**src/sv/cfs_pkg.sv**
```systemverilog
// Package for the CSV field splitter.
// Holds the byte type, the quote and separator constants, the register map
// and the whitespace classifier. It depends on nothing else.
package cfs_pkg;

   typedef logic [7:0] byte_type;

   localparam byte_type QUOTE_BYTE = 8'h22;
   localparam byte_type SEP_RESET  = 8'h2C;

   // Register map of the configuration port.
   localparam int CSR_ADDR_W = 2;
   localparam int CSR_DATA_W = 32;
   localparam logic [CSR_ADDR_W-1:0] CSR_SEP_ADDR = 2'd0;

   // Whitespace is 0x09..0x0D, space, NEL and no-break space.
   function automatic logic is_ws(input byte_type c);
      logic ws;
      ws = ((c >= 8'h09) && (c <= 8'h0D)) || (c == 8'h20) || (c == 8'h85) || (c == 8'hA0);
      return ws;
   endfunction

endpackage

```
**src/sv/cfs_space_ram.sv**
```systemverilog
// Whitespace run store of the CSV field splitter.
// One write port and one read port; the read data is registered and holds
// while no read is issued. Depends on cfs_pkg.
module cfs_space_ram #(
   parameter int DEPTH = 32,
   parameter int AW    = 5
) (
   input  logic              clock,
   input  logic              wr_en,
   input  logic [AW-1:0]     wr_addr,
   input  cfs_pkg::byte_type wr_data,
   input  logic              rd_en,
   input  logic [AW-1:0]     rd_addr,
   output cfs_pkg::byte_type rd_data
);
   import cfs_pkg::*;

   byte_type mem [DEPTH];
   byte_type rd_data_ff;

   // Write port.
   always_ff @(posedge clock) begin
      if (wr_en) begin
         mem[wr_addr] <= wr_data;
      end
   end

   // Registered read port.
   always_ff @(posedge clock) begin
      if (rd_en) begin
         rd_data_ff <= mem[rd_addr];
      end
   end

   assign rd_data = rd_data_ff;

endmodule

```
**src/sv/csv_field_splitter.sv**
```systemverilog
// CSV field splitter, top level.
// Holds the parse state, the result sequencer and the output register;
// instantiates cfs_space_ram and depends on cfs_pkg.
//
// Usage: the req channel takes one byte of a line per transaction: tdata is
// the byte, tuser says the byte is valid, tlast marks the last transaction
// of the line. The rsp channel returns field bytes, field ends and the line
// end, one per transaction, with tlast on the last result of a line.
// The separator byte is set through the csr port (address 0, reset ',').
// A byte that causes results keeps req_tready low while the sequencer
// sends them, one result per cycle unless the receiver stalls, through the
// single output register, reading held whitespace from the store's one
// read port. A flush of a whitespace run plus a field end can reach
// SPACE_RUN_MAX + 3 results.
// Reset returns the separator to ',' and starts a fresh field out of quotes;
// the whitespace store needs no clearing, it is only read below its count.
// When the receiver stalls, the result waits in the output register and the
// sequencer holds; req_tready stays low until all results of the current
// byte have been loaded into the output register.
module csv_field_splitter #(
   parameter int SPACE_RUN_MAX = 32
) (
   input  logic                           clock,
   input  logic                           reset,
   // Input byte stream.
   input  logic                           req_tvalid,
   output logic                           req_tready,
   input  logic [7:0]                     req_tdata,   // [7:0] in_char
   input  logic                           req_tuser,   // [0] has_char
   input  logic                           req_tlast,   // line_last
   // Result stream.
   output logic                           rsp_tvalid,
   input  logic                           rsp_tready,
   output logic [15:0]                    rsp_tdata,   // [7:0] out_char, [8] space_overflow
   output logic [1:0]                     rsp_tuser,   // [0] char_valid, [1] field_end
   output logic                           rsp_tlast,   // line_end
   // Configuration port.
   input  logic                           csr_psel,
   input  logic                           csr_penable,
   input  logic                           csr_pwrite,
   input  logic [cfs_pkg::CSR_ADDR_W-1:0] csr_paddr,
   input  logic [cfs_pkg::CSR_DATA_W-1:0] csr_pwdata,
   output logic [cfs_pkg::CSR_DATA_W-1:0] csr_prdata,
   output logic                           csr_pready
);
   import cfs_pkg::*;

   localparam int AW = (SPACE_RUN_MAX > 1) ? $clog2(SPACE_RUN_MAX) : 1;
   localparam int CW = $clog2(SPACE_RUN_MAX + 1);
   localparam logic [CW-1:0] CNT_MAX = CW'(SPACE_RUN_MAX);
   localparam logic [CW-1:0] CNT_ONE = CW'(1);

   typedef enum logic [2:0] {
      ST_IDLE,
      ST_FLUSH_HELD,
      ST_FLUSH_SPACE,
      ST_FIN_HELD,
      ST_FIN_END,
      ST_LINE_ONLY
   } state_type;

   // Control and parse state.
   state_type      state_ff, state_in;
   byte_type       sep_ff;
   logic           iq_ff, iq_in;
   logic           qp_ff, qp_in;
   logic           at_ff, at_in;
   logic           op_ff, op_in;
   logic           rn_ff, rn_in;
   logic           hv_ff, hv_in;
   byte_type       hb_ff, hb_in;
   logic [CW-1:0]  cnt_ff, cnt_in;
   logic           ov_ff, ov_in;

   // Snapshot of the results owed for the accepted byte.
   byte_type       fl_byte_ff, fl_byte_in;
   logic           fl_ov_ff, fl_ov_in;
   logic [CW-1:0]  fl_cnt_ff, fl_cnt_in;
   logic [CW-1:0]  rd_idx_ff, rd_idx_in;
   logic           fin_ff, fin_in;
   logic           fin_held_ff, fin_held_in;
   byte_type       fin_byte_ff, fin_byte_in;
   logic           fin_ov_ff, fin_ov_in;
   logic           last_ff, last_in;

   // Output register.
   logic           rsp_valid_ff, rsp_valid_in;
   byte_type       rsp_char_ff, rsp_char_in;
   logic           rsp_cv_ff, rsp_cv_in;
   logic           rsp_fe_ff, rsp_fe_in;
   logic           rsp_le_ff, rsp_le_in;
   logic           rsp_ov_ff, rsp_ov_in;

   // Store ports.
   logic           wr_en;
   logic [AW-1:0]  wr_addr;
   logic           rd_en;
   logic [AW-1:0]  rd_addr;
   byte_type       rd_data;

   logic           accept;
   logic           out_free;
   logic           csr_wr;
   logic [CW-1:0]  rd_next;

   // Byte decode signals.
   byte_type       c;
   logic           skip;
   logic           feed;
   logic           do_flush;
   logic           sep_fin;
   logic           line_fin;
   logic           sel_hv;
   byte_type       sel_hb;
   logic           sel_op;
   logic           sel_ov;

   assign out_free   = !rsp_valid_ff || rsp_tready;
   assign req_tready = (state_ff == ST_IDLE);
   assign accept     = req_tvalid && req_tready;
   assign rd_next    = rd_idx_ff + CNT_ONE;
   assign c          = req_tdata;

   // First field-end state once the flush is done.
   function automatic state_type fin_state(input logic fin, input logic held);
      state_type s;
      if (!fin) begin
         s = ST_IDLE;
      end else if (held) begin
         s = ST_FIN_HELD;
      end else begin
         s = ST_FIN_END;
      end
      return s;
   endfunction

   // Parse of the accepted byte and the line end.
   always_comb begin
      iq_in    = iq_ff;
      qp_in    = qp_ff;
      at_in    = at_ff;
      op_in    = op_ff;
      rn_in    = rn_ff;
      hv_in    = hv_ff;
      hb_in    = hb_ff;
      cnt_in   = cnt_ff;
      ov_in    = ov_ff;
      skip     = 1'b0;
      feed     = 1'b0;
      do_flush = 1'b0;
      sep_fin  = 1'b0;
      wr_en    = 1'b0;
      wr_addr  = cnt_ff[AW-1:0];

      // Quote handling and separator detection.
      if (accept && req_tuser) begin
         if (qp_ff) begin
            qp_in = 1'b0;
            if (c == QUOTE_BYTE) begin
               skip = 1'b1;
            end else begin
               iq_in = 1'b0;
            end
         end
         if (!skip) begin
            if (iq_in) begin
               if (c == QUOTE_BYTE) begin
                  qp_in = 1'b1;
               end
               feed = 1'b1;
            end else if (c == sep_ff) begin
               sep_fin = 1'b1;
            end else begin
               if (c == QUOTE_BYTE) begin
                  iq_in = 1'b1;
               end
               feed = 1'b1;
            end
         end
      end

      // Trimming: skip leading whitespace, hold inner runs and the last byte.
      if (feed) begin
         rn_in = 1'b1;
         if (is_ws(c)) begin
            if (!at_ff) begin
               if (cnt_ff < CNT_MAX) begin
                  wr_en  = 1'b1;
                  cnt_in = cnt_ff + CNT_ONE;
               end else begin
                  ov_in = 1'b1;
               end
            end
         end else if (at_ff) begin
            at_in = 1'b0;
            if (c == QUOTE_BYTE) begin
               op_in = 1'b1;
            end else begin
               hb_in = c;
               hv_in = 1'b1;
            end
         end else begin
            do_flush = 1'b1;
            cnt_in   = '0;
            hb_in    = c;
            hv_in    = 1'b1;
         end
      end

      // A separator finishes the field as it stood; a line end as it stands now.
      line_fin = accept && req_tlast && rn_in && !sep_fin;
      if (sep_fin) begin
         sel_hv = hv_ff;
         sel_hb = hb_ff;
         sel_op = op_ff;
         sel_ov = ov_ff;
      end else begin
         sel_hv = hv_in;
         sel_hb = hb_in;
         sel_op = op_in;
         sel_ov = ov_in;
      end

      // Clear the field after it is finished or at any line end.
      if (sep_fin || (accept && req_tlast)) begin
         at_in  = 1'b1;
         op_in  = 1'b0;
         rn_in  = 1'b0;
         hv_in  = 1'b0;
         hb_in  = '0;
         cnt_in = '0;
         ov_in  = 1'b0;
      end
      if (accept && req_tlast) begin
         iq_in = 1'b0;
         qp_in = 1'b0;
      end
   end

   // Result sequencer and output register.
   always_comb begin
      state_in     = state_ff;
      fl_byte_in   = fl_byte_ff;
      fl_ov_in     = fl_ov_ff;
      fl_cnt_in    = fl_cnt_ff;
      rd_idx_in    = rd_idx_ff;
      fin_in       = fin_ff;
      fin_held_in  = fin_held_ff;
      fin_byte_in  = fin_byte_ff;
      fin_ov_in    = fin_ov_ff;
      last_in      = last_ff;
      rsp_valid_in = rsp_valid_ff && !rsp_tready;
      rsp_char_in  = rsp_char_ff;
      rsp_cv_in    = rsp_cv_ff;
      rsp_fe_in    = rsp_fe_ff;
      rsp_le_in    = rsp_le_ff;
      rsp_ov_in    = rsp_ov_ff;
      rd_en        = 1'b0;
      rd_addr      = '0;

      unique case (state_ff)
         ST_IDLE: begin
            if (accept) begin
               fl_byte_in  = hb_ff;
               fl_ov_in    = ov_ff;
               fl_cnt_in   = do_flush ? cnt_ff : '0;
               rd_idx_in   = '0;
               fin_in      = sep_fin || line_fin;
               fin_held_in = sel_hv && !(sel_op && (sel_hb == QUOTE_BYTE));
               fin_byte_in = sel_hb;
               fin_ov_in   = sel_ov;
               last_in     = req_tlast;
               // Prefetch the first held whitespace byte.
               rd_en       = do_flush && (cnt_ff != '0);
               if (do_flush && hv_ff) begin
                  state_in = ST_FLUSH_HELD;
               end else if (do_flush && (cnt_ff != '0)) begin
                  state_in = ST_FLUSH_SPACE;
               end else if (sep_fin || line_fin) begin
                  state_in = fin_state(1'b1,
                                       sel_hv && !(sel_op && (sel_hb == QUOTE_BYTE)));
               end else if (req_tlast) begin
                  state_in = ST_LINE_ONLY;
               end
            end
         end
         ST_FLUSH_HELD: begin
            if (out_free) begin
               rsp_valid_in = 1'b1;
               rsp_char_in  = fl_byte_ff;
               rsp_cv_in    = 1'b1;
               rsp_fe_in    = 1'b0;
               rsp_le_in    = 1'b0;
               rsp_ov_in    = fl_ov_ff;
               if (fl_cnt_ff != '0) begin
                  state_in = ST_FLUSH_SPACE;
               end else begin
                  state_in = fin_state(fin_ff, fin_held_ff);
               end
            end
         end
         ST_FLUSH_SPACE: begin
            if (out_free) begin
               rsp_valid_in = 1'b1;
               rsp_char_in  = rd_data;
               rsp_cv_in    = 1'b1;
               rsp_fe_in    = 1'b0;
               rsp_le_in    = 1'b0;
               rsp_ov_in    = fl_ov_ff;
               rd_idx_in    = rd_next;
               if (rd_next < fl_cnt_ff) begin
                  rd_en   = 1'b1;
                  rd_addr = rd_next[AW-1:0];
               end else begin
                  state_in = fin_state(fin_ff, fin_held_ff);
               end
            end
         end
         ST_FIN_HELD: begin
            if (out_free) begin
               rsp_valid_in = 1'b1;
               rsp_char_in  = fin_byte_ff;
               rsp_cv_in    = 1'b1;
               rsp_fe_in    = 1'b0;
               rsp_le_in    = 1'b0;
               rsp_ov_in    = fin_ov_ff;
               state_in     = ST_FIN_END;
            end
         end
         ST_FIN_END: begin
            if (out_free) begin
               rsp_valid_in = 1'b1;
               rsp_char_in  = '0;
               rsp_cv_in    = 1'b0;
               rsp_fe_in    = 1'b1;
               rsp_le_in    = last_ff;
               rsp_ov_in    = fin_ov_ff;
               state_in     = ST_IDLE;
            end
         end
         ST_LINE_ONLY: begin
            if (out_free) begin
               rsp_valid_in = 1'b1;
               rsp_char_in  = '0;
               rsp_cv_in    = 1'b0;
               rsp_fe_in    = 1'b0;
               rsp_le_in    = 1'b1;
               rsp_ov_in    = 1'b0;
               state_in     = ST_IDLE;
            end
         end
         default: begin
            state_in = ST_IDLE;
         end
      endcase
   end

   // State, parse registers and registered outputs.
   always_ff @(posedge clock) begin
      if (reset) begin
         state_ff     <= ST_IDLE;
         iq_ff        <= 1'b0;
         qp_ff        <= 1'b0;
         at_ff        <= 1'b1;
         op_ff        <= 1'b0;
         rn_ff        <= 1'b0;
         hv_ff        <= 1'b0;
         hb_ff        <= '0;
         cnt_ff       <= '0;
         ov_ff        <= 1'b0;
         rsp_valid_ff <= 1'b0;
      end else begin
         state_ff     <= state_in;
         iq_ff        <= iq_in;
         qp_ff        <= qp_in;
         at_ff        <= at_in;
         op_ff        <= op_in;
         rn_ff        <= rn_in;
         hv_ff        <= hv_in;
         hb_ff        <= hb_in;
         cnt_ff       <= cnt_in;
         ov_ff        <= ov_in;
         rsp_valid_ff <= rsp_valid_in;
      end
      fl_byte_ff  <= fl_byte_in;
      fl_ov_ff    <= fl_ov_in;
      fl_cnt_ff   <= fl_cnt_in;
      rd_idx_ff   <= rd_idx_in;
      fin_ff      <= fin_in;
      fin_held_ff <= fin_held_in;
      fin_byte_ff <= fin_byte_in;
      fin_ov_ff   <= fin_ov_in;
      last_ff     <= last_in;
      rsp_char_ff <= rsp_char_in;
      rsp_cv_ff   <= rsp_cv_in;
      rsp_fe_ff   <= rsp_fe_in;
      rsp_le_ff   <= rsp_le_in;
      rsp_ov_ff   <= rsp_ov_in;
   end

   // Separator register behind the configuration port.
   assign csr_pready = 1'b1;
   assign csr_wr     = csr_psel && csr_penable && csr_pwrite && csr_pready;

   always_ff @(posedge clock) begin
      if (reset) begin
         sep_ff <= SEP_RESET;
      end else if (csr_wr && (csr_paddr == CSR_SEP_ADDR)) begin
         sep_ff <= csr_pwdata[7:0];
      end
   end

   always_comb begin
      csr_prdata = '0;
      if (csr_paddr == CSR_SEP_ADDR) begin
         csr_prdata = {{(CSR_DATA_W - 8){1'b0}}, sep_ff};
      end
   end

   // Whitespace run store.
   cfs_space_ram #(
      .DEPTH (SPACE_RUN_MAX),
      .AW    (AW)
   ) u_space_ram (
      .clock   (clock),
      .wr_en   (wr_en),
      .wr_addr (wr_addr),
      .wr_data (c),
      .rd_en   (rd_en),
      .rd_addr (rd_addr),
      .rd_data (rd_data)
   );

   // Result channel.
   assign rsp_tvalid = rsp_valid_ff;
   assign rsp_tdata  = {7'b0, rsp_ov_ff, rsp_char_ff};
   assign rsp_tuser  = {rsp_fe_ff, rsp_cv_ff};
   assign rsp_tlast  = rsp_le_ff;

endmodule
```
**config.mk**
```make
export PLATFORM = sky130hd
export DESIGN_NAME = csv_field_splitter
export DESIGN_NICKNAME = d
export VERILOG_FILES = /design/src/sv/cfs_pkg.sv /design/src/sv/cfs_space_ram.sv /design/src/sv/csv_field_splitter.sv
export SDC_FILE = /design/constraint.sdc
export NUM_CORES = 1
export LEC_CHECK = 0
export BUFFER_PORTS_ARGS = -buffer_cell sky130_fd_sc_hd__buf_2
export CELL_PAD_IN_SITES_DETAIL_PLACEMENT = 0
export CELL_PAD_IN_SITES_GLOBAL_PLACEMENT = 1
export CORE_AREA = 2 2 125 248
export DETAILED_ROUTE_END_ITERATION = 7
export DIE_AREA = 0 0 127 250
export PLACE_DENSITY = 0.84
export SLEW_MARGIN = 0
export SYNTH_ARGS = -nofsm -noshare
export SYNTH_HDL_FRONTEND = slang
export SYNTH_SLANG_ARGS = --single-unit
```
**constraint.sdc**
```tcl
create_clock -name clock -period 4.9 [get_ports clock]
set_input_delay 0.98 -clock clock [delete_from_list [all_inputs] [get_ports clock]]
set_output_delay 0.98 -clock clock [all_outputs]
set_load 0.1 [all_outputs]
```
Yosys cells after proc, flatten, opt, wreduce, memory -nomap -nowiden:

Memories as Yosys holds them, arrays and structs flattened. A register that Yosys moved wholly into a read port is not among the register bits.
Cells that the tools add are included.

* add/subtract/negate cells: 2
* $mul: 0
* divide/modulo/power cells: 0
* $lt $le $gt $ge: 4
* eq/ne operators: 25
* shift operators: 0
* multiplexer cells: 95
* bitwise gates (word level): 2
* reductions and logical operators: 52

Operators by type and width (count)
* 8-bit two-way mux: 10
* 1-bit two-way mux: 54
* 3-bit two-way mux: 14
* 6-bit two-way mux: 6
* 8-bit one-hot mux with 4 select lines: 1
* 8-bit by 6-bit equality test with 1-bit output (second input constant): 3
* 8-bit equality test (second input constant): 2
* 5-bit two-way mux: 3
* 3-bit one-hot mux with 5 select lines: 1
* 1-bit logical AND: 14
* 2-bit by 1-bit inequality test with 1-bit output (second input constant): 7
* 6-bit by 1-bit adder with 6-bit output (second input constant): 2
* 2-bit inequality test (second input constant): 6
* 6-bit one-hot mux with 2 select lines: 1
* 3-bit AND reduction: 4
* 6-bit nonzero test: 2
* 2-bit OR reduction: 5
* 8-bit equality test: 1
* 8-bit by 4-bit >= comparator with 1-bit output (second input constant): 1
* 8-bit by 4-bit less-or-equal comparator with 1-bit output (second input constant): 1
* 4-bit AND reduction: 2
* 7-bit AND reduction: 1
* 3-bit by 2-bit equality test with 1-bit output (second input constant): 2
* 3-bit equality test (second input constant): 2
* other kinds (19): 35

* flip-flop bits (word level): 78
* bits in latches: 0
* bits in writable memories: 256
* ROM bits: 0
* input port bits: 51
* output and inout bits: 54
* memories kept: 1

Memories
* u_space_ram.mem: depth 32, width 8, read ports 1, clocked after Yosys merged registers in 1, write ports 1, RTL line cfs_space_ram.sv:18 `byte_type mem [DEPTH];`

Depth between registers and ports, before layout:

Gate-level depths: netlist of run 1.

* depth in word-level cells: 19
* gate-level depth with buffers: 15

Cells and area by module:

A second synthesis of run 1 with hierarchy kept.

* cell total of the unflattened synthesis: 880
* area, all modules: 14463.9 um^2

Modules (own cells, without submodules)
* cfs_space_ram: instances 1, cells each 417, area an instance 10133.5 um^2
* csv_field_splitter: instances 1, cells each 463, area an instance 4330.4 um^2

Worst setup path after synthesis of run 1:

Ideal clock, no wire load.

* kind: input port to flip-flop
* from: in req_tvalid
* to: mem u_space_ram.mem[31][0] in the netlist's numbering, enable pin
* arrival: 3.848 ns
* data required time: 4.530 ns
* setup slack: 0.682 ns
* cell stages on the path: 7
* cell sequence: nor4b_4 -> nand2_2 -> a221oi_1 -> nor2_1 -> nor4_1 -> nand2_1 -> nor2_1

* word-level cells in the longest chain between the ends: 6

Ends and longest elaborated chain
* start, declared: RTL line csv_field_splitter.sv:26 `input logic req_tvalid,`
* 1-bit logical AND: RTL line csv_field_splitter.sv:120 `assign accept = req_tvalid && req_tready;`
* 1-bit logical AND: RTL line csv_field_splitter.sv:156 `if (accept && req_tuser) begin`
* 1-bit two-way mux: RTL line csv_field_splitter.sv:156
* 1-bit two-way mux: RTL line csv_field_splitter.sv:183 `if (feed) begin`
* 1-bit two-way mux: RTL line cfs_space_ram.sv:23 `if (wr_en) begin`
* 1-bit two-way mux (not written as such): RTL line cfs_space_ram.sv:24 `mem[wr_addr] <= wr_data;`
* end, declared: RTL line cfs_space_ram.sv:18

No other way between the ends.

Worst setup path after layout of run 1:

* from: reg rd_idx_ff[0]
* to: reg u_space_ram.rd_data_ff[0] (netlist: u_space_ram.rd_data[0]) (read register of u_space_ram.mem) (data pin)

* word-level cells in the longest chain between the ends: 5
* elaborated cells between the ends (all ways): 8
* those cells by class: add/sub: 1; order compare: 1; mux: 6

Ends and longest elaborated chain
* start, declared: RTL line csv_field_splitter.sv:79 `logic [CW-1:0] rd_idx_ff, rd_idx_in;`
* start signal, assigned: RTL line csv_field_splitter.sv:388 `rd_idx_ff <= rd_idx_in;`
* 6-bit by 1-bit adder with 6-bit output *: RTL line csv_field_splitter.sv:121 `assign rd_next = rd_idx_ff + CNT_ONE;`
* named net rd_next[4]: RTL line csv_field_splitter.sv:104 `logic [CW-1:0] rd_next;`
* 6-bit < comparator: RTL line csv_field_splitter.sv:311 `if (rd_next < fl_cnt_ff) begin`
* 1-bit two-way mux / 5-bit two-way mux (equally long branches): RTL line csv_field_splitter.sv:311
* 1-bit two-way mux / 5-bit two-way mux (equally long branches): RTL line csv_field_splitter.sv:303 `if (out_free) begin`
* 1-bit one-hot mux with 2 select lines / 5-bit two-way mux (equally long branches): RTL line csv_field_splitter.sv:261 `unique case (state_ff)`
* end, declared: RTL line cfs_space_ram.sv:19 `byte_type rd_data_ff;`

Mark *: on every way through the listed nets, which the timed path passes. The rest lies on a longest branch.
A chain may end at the register's enable or synchronous reset.

==> results of run 1 <==
-- sequential cells by signal, summed over array words and instances, names as in the netlist, 3 cells and up --
name / flops
cnt_ff: 6
fin_byte_ff: 8
fl_byte_ff: 8
fl_cnt_ff: 6
hb_ff: 8
rd_idx_ff: 6
rsp_char_ff: 8
sep_ff: 8
state_ff: 3
u_space_ram.mem: 256
u_space_ram.rd_data: 8
-- metrics by stage --
step / std cells / total power, uW
6_report: 1533 / 8240
3_3_place_gp: 1477 / 5870
4_1_cts: 1533 / 8270
5_1_grt: 1533 / 8570
2_1_floorplan: 1092 / 5360
3_5_place_dp: 1477 / 5910
-- final cells by class --
type | count | share of cell area [%]
well taps | 368 | 2.79
clock inverters | 17 | 0.878
inverters | 26 | 0.591
flip-flops and latches | 342 | 60.2
multi-input cells | 638 | 26.4
repair buffers | 103 | 3.95
clock buffers | 39 | 5.25
-- cell usage after synthesis (5+ instances only) --
library cell and instances:
edfxtp_1 309, nor2_1 97, nand2_1 76, o21ai_0 52
mux2i_1 49, clkbuf_1 36, buf_4 35, dfxtp_1 33
inv_1 24, and2_1 22, a21oi_1 18, o221ai_1 18
mux4_2 16, and3_1 15, nand3_1 15, nor2b_1 14
a2bb2oi_1 12, nand4_1 12, xor2_1 12, nor3_1 11
ha_1 10, a211oi_1 9, a22o_1 9, a32oi_1 9
mux2_2 9, a31oi_1 8, buf_1 8, a221oi_1 7
nor4_1 6, o2111ai_1 6, a21o_1 5, buf_2 5
nand2b_1 5, nand3b_1 5
-- cells by family (layout without fill, tap and decap cells) --
logic type / after synthesis / in the layout / share of synthesized area [%]
adders and majority gates: 10 / 10 / 0.849
DFF: 342 / 342 / 67.4
xor gates and xnor gates: 15 / 15 / 0.891
other: 2 / 32 / 0.0510
muxes: 76 / 76 / 6.64
and+or+nand+nor: 301 / 301 / 9.96
AOI/OAI and AO/OA: 204 / 204 / 10.3
buffers and inverters: 112 / 185 / 3.89
-- layer usage --
layer	vias up	track usage (%)	wire (um)
li1	4166	-	-
met4	0	7.91	1180
met2	387	36.0	17000
met5	-	0	0
met1	4485	29.0	13900
met3	59	2.40	2160
-- power groups by stage --
| stage | Clock, uW | Combinational, uW | Sequential, uW |
|---|---|---|---|
| after detailed placement | 0 | 2310 | 3600 |
| final | 2370 | 2330 | 3540 |
| after global placement | 0 | 2270 | 3600 |
| after global routing | 2520 | 2480 | 3560 |
| after floorplan | 0 | 1510 | 3850 |
| after CTS | 2400 | 2330 | 3540 |
-- worst paths after layout --
check / from / end / slack, ns / depth (start not counted)
worst min-delay path: ov_ff / fl_ov_ff / 0.46 / 0
worst max-delay path: rd_idx_ff[0] / u_space_ram.rd_data[0] / 0.30 / 14
worst max register to register: rd_idx_ff[0] / u_space_ram.rd_data[0] / 0.30 / 14
worst min register to register: ov_ff / fl_ov_ff / 0.46 / 0
==> impl_metrics.tcl, run 1 <==
set metrics [dict create \
    status "complete, no violations" \
    insertion_delay_ns 0.56 \
    clockPowerShare_pct 28.8 \
    initial_utilization_pct 49.2 \
    yosysTopAreaCell "edfxtp_1" \
    period_share_pct 93.8 \
    fin_nets 1202 \
    worst_slew_pin_slew_ns 1.02 \
    yosysUniqueCellTypes 76 \
    grt_max_degree 68 \
    fin_tns_setup_ns 0 \
    cpMaxStageDelayCell "or4b_1" \
    fin_util_pct 55.2 \
    avgSynthCellArea_um2 13.9 \
    synth-edff-count 309 \
    p_sw_uw 2830 \
    multi_input_area_um2 4360 \
    powerDensity_nw_per_um2 499 \
    peakVddDrop_mv 0.416 \
    route.detailed.drc 0 \
    firstDrtPassIters 7 \
    fp.dieH_um 250 \
    synthFlopType "edfxtp_1" \
    ant_nets 0 \
    regArea_um2 9940 \
    clockRootBuffer "clkbuf_16" \
    numCtsBuffers 30 \
    synth_area_leaders "edfxtp_1 63%, dfxtp_1 4.5%, mux2i_1 3.3%" \
    synth_top_area_share_pct 63.0 \
    coreArea_um2 30000 \
    holdCritPathClass "reg -> reg" \
    async_flop_share_pct 0 \
    die_w_um 127 \
    overflow 0 \
    worst_path_largest_cell_delay_ns 0.58 \
    yosysWarnings 0 \
    cts_setup_buffers 0 \
    switching_share_pct 34.3 \
    h-tree-depth 1 \
    rsz0062_at_grt "no" \
    cp.required_ns 5.18 \
    row_count 90 \
    drt-vias-per-instance 5.93 \
    intPower_uw 5420 \
    min_period_ns 4.60 \
    drive_gt1_share_pct 17.3 \
    combPwrFrac_pct 28.3 \
    clk_pin_slew_worst_paths_ns 0.06 \
    antennaDiodeCount 0 \
    synthesis.area_um2 14700 \
    routed_wl_mm 34.2 \
    hpwlAfterDp_mm 22.8 \
    power.leakage_uw 0.00567 \
    holdWs_ns 0.456 \
    synthCells 1062 \
    io_buffer_count 48 \
    areaGrowthSynthToFinish_pct 12.1 \
    antenna_found_initial 0 \
    grt_pass1_wl_mm 51.8 \
    wl_per_cell_um 22.3 \
    cap_violations 0 \
    yosysSeqAreaShare_pct 67.4 \
    grt_pass1_vias 8875 \
    cts_tree "done" \
    dp_slack_ns 0.430 \
    drtIter0Drc 795 \
    hold_buffers 0 \
    synth_seq_cells 342 \
    die_area_um2 31800 \
    place_area_um2 15500 \
    layout_setup_ws_ns 0.303 \
    max_slew_margin_pct 31.3 \
    vias 9097 \
    io_pins 105 \
    cts_resized 0 \
    fillCellCount 2413 \
    final_max_slew_viol_count 0 \
    worst-path-max-fanout 8 \
    arrival_ns 4.87 \
    final_common_cell "edfxtp_1" \
    gp_congestion 0.925 \
    skew_ns 0.0110 \
    path_cells "ha_1 > nand3_1 > xor2_1 > clkinv_1 > buf_4 > ha_1 > a21o_1 > a21o_1 > a2111oi_4 > buf_4 > nand3_1 > o21ai_0 > a2111oi_0 > or4b_1" \
    setup_viol 0 \
    final_cell_mix "309 x edfxtp_1, 97 x nor2_1, 76 x nand2_1" \
    seq_power_share_pct 42.9 \
    critPathLaunchType "register" \
    crit_family "compound AO/OA/AOI/OAI gates" \
    finalHoldViolations 0 \
    grt_usage_pct 21.5 \
    end_kind "register" \
    clk_path_buf_depth 3 \
    fmax_ghz 0.218 \
    path_class "reg -> reg" \
    fin_area_um2 16500 \
    cts_sinks 342 \
    cp_num_buf_inv 3 \
]
No activity file was read; power rests on OpenSTA's default activity.
==> run 2, diff against run 1 <==
Settings changed: CORE_AREA 2 2 125 248 to 2 2 131 261, DIE_AREA 0 0 127 250 to 0 0 133 263, PLACE_DENSITY 0.84 to 0.81.
Clock period 4.9 ns to 3.7 ns, I/O delays scaled along.
==> run 2 against run 1 <==
  * Non-clock buffer count grew 42
  * Setup slack lost 0.13 ns
  * Die area grew 10%
  * Sequential cell count is the same
  * Register-to-register slack lost 0.13 ns
  * Largest power group unchanged
==> impl_metrics.tcl, run 2 (synthesized netlist as in run 1, its figures left out) <==
set metrics [dict create \
    status "complete, no violations" \
    grt_max_degree 44 \
    cp.required_ns 4.00 \
    finalHoldViolations 0 \
    wl_per_cell_um 22.9 \
    timing.rr.start "rd_idx_ff[1]" \
    skew_ns 0.0110 \
    grt_pass1_vias 9314 \
    routed_wl_mm 37.5 \
    final_common_cell "edfxtp_1" \
    worst_slew_pin_slew_ns 0.764 \
    overflow 0 \
    critPathLaunchType "register" \
    numCtsBuffers 29 \
    firstDrtPassIters 5 \
    peakVddDrop_mv 0.490 \
    fin_nets 1243 \
    cts_sinks 342 \
    final_max_slew_viol_count 0 \
    regMostFlops "u_space_ram.mem" \
    dpl.cell_count 1580 \
    initial_utilization_pct 44.9 \
    clk_pin_slew_worst_paths_ns 0.07 \
    insertion_delay_ns 0.57 \
    vias 9200 \
    antennaDiodeCount 0 \
    power.total_uw 11000 \
    endpoint "u_space_ram.rd_data[0]" \
    clockPowerShare_pct 27.0 \
    switching_share_pct 35.0 \
    fin_tns_setup_ns 0 \
    ant_nets 0 \
    place_area_um2 16000 \
    io_buffer_count 48 \
    setup_viol 0 \
    die_area_um2 35000 \
    drive_gt1_share_pct 22.2 \
    hpwlAfterDp_mm 27.3 \
    route.detailed.drc 0 \
    r2r_slack_ns 0.18 \
    io_pins 105 \
    drtIter0Drc 532 \
    end_kind "register" \
    final_cell_mix "309 x edfxtp_1, 97 x buf_4, 82 x nor2_1" \
    fin_util_pct 51.7 \
    h-tree-depth 1 \
    fin_area_um2 17000 \
    fmax_ghz 0.284 \
    grt_pass1_wl_mm 55.6 \
    powerDensity_nw_per_um2 646 \
    areaGrowthSynthToFinish_pct 15.2 \
    intPower_uw 7120 \
    gp_congestion 0.926 \
    coreArea_um2 32800 \
    clockRootBuffer "clkbuf_16" \
    instances_no_fill 1637 \
    hold_depth 1 \
    row_count 94 \
    crit_start "rd_idx_ff[1]" \
    rsz0062_at_grt "no" \
    p_sw_uw 3840 \
    combPwrFrac_pct 30.6 \
    die_w_um 133 \
    grt_usage_pct 21.2 \
    period_share_pct 95.2 \
    antenna_found_initial 2 \
    arrival_ns 3.82 \
    min_period_ns 3.52 \
    r2r-end "u_space_ram.rd_data[0]" \
    reg2reg_depth 15 \
    clk_path_buf_depth 3 \
    seq_power_share_pct 42.4 \
    largest_reg_flops 256 \
    power.leakage_uw 0.00583 \
    hold_buffers 0 \
    fp.dieH_um 263 \
    holdCritPathClass "in -> reg" \
    worst-path-max-fanout 6 \
    cap_violations 0 \
    path_class "reg -> reg" \
    max_slew_margin_pct 48.6 \
    cts_tree "done" \
    drt-vias-per-instance 5.62 \
]
==> run 2: cell types whose count changed in the layout (fill, tap and decap cells not counted), moves of 2 or more <==
cell | before | now
buf_4 | 55 | 97
clkbuf_16 | 32 | 29
clkbuf_8 | 4 | 0
clkinv_2 | 8 | 10
ha_1 | 10 | 8
nor2_1 | 97 | 82
nor2_2 | 0 | 7
nor2_4 | 0 | 8
==> run 2: power groups by stage <==
stage / registers [uW] / clock network (uW) / logic [uW]
2_1_floorplan: 5100 / 0 / 2020
3_3_place_gp: 4730 / 0 / 3220
3_5_place_dp: 4740 / 0 / 3280
4_1_cts: 4650 / 3000 / 3290
5_1_grt: 4670 / 3140 / 3570
6_report: 4650 / 2960 / 3360
==> run 2: through the flow <==
step	hold slack [ns]	setup slack [ns]
floorplan	0.410	-0.239
global placement	0.424	0.136
detailed placement	0.433	0.0596
CTS	0.378	0.0128
global route	0.397	0.0190
finish	0.394	0.176
==> run 2: how the worst min path moves through the flow <==
stage / startpoint / endpoint / slack (ns)
floorplan: ov_ff / fl_ov_ff / 0.41
finish: req_tlast / last_ff / 0.39
detailed placement: ov_ff / fl_ov_ff / 0.43
CTS: req_tlast / last_ff / 0.38
global placement: ov_ff / fl_ov_ff / 0.42
global route: req_tlast / last_ff / 0.40
==> run 2: area by class of cell <==
class / count / area (um2)
multi-input cells: 638 / 4520
flip-flops and latches: 342 / 9940
well taps: 432 / 541
fillers: 2733 / 15800
clock buffers: 33 / 741
repair buffers: 145 / 968
inverters: 26 / 98.8
clock inverters: 21 / 168
==> run 2: worst max-delay path, cell delays in order (launching register included) <==
cell       delay [ns]
edfxtp_1         0.42
ha_2             0.21
buf_4            0.15
xnor2_4          0.17
clkinv_2         0.11
ha_4             0.28
nand2_1          0.10
o21ai_4          0.31
a2111oi_4        0.13
buf_4            0.19
buf_4            0.13
nor2_2           0.20
a22o_1           0.18
a2111oi_0        0.06
buf_4            0.16
or4b_1           0.48
==> run 2: repair_timing <==
item,CTS,global route
endpoints found under the setup margin,0,8
setup buffers,0,3
gates resized for setup,0,11
==> run 2: per-layer routing <==
layer  up-vias  GRT usage [%]  wire length, um
li1       4231              -                -
met1      4552           20.2            12200
met2       312           42.6            21400
met3       105           1.94             1460
met4         0           12.4             2390
met5         -              0                0
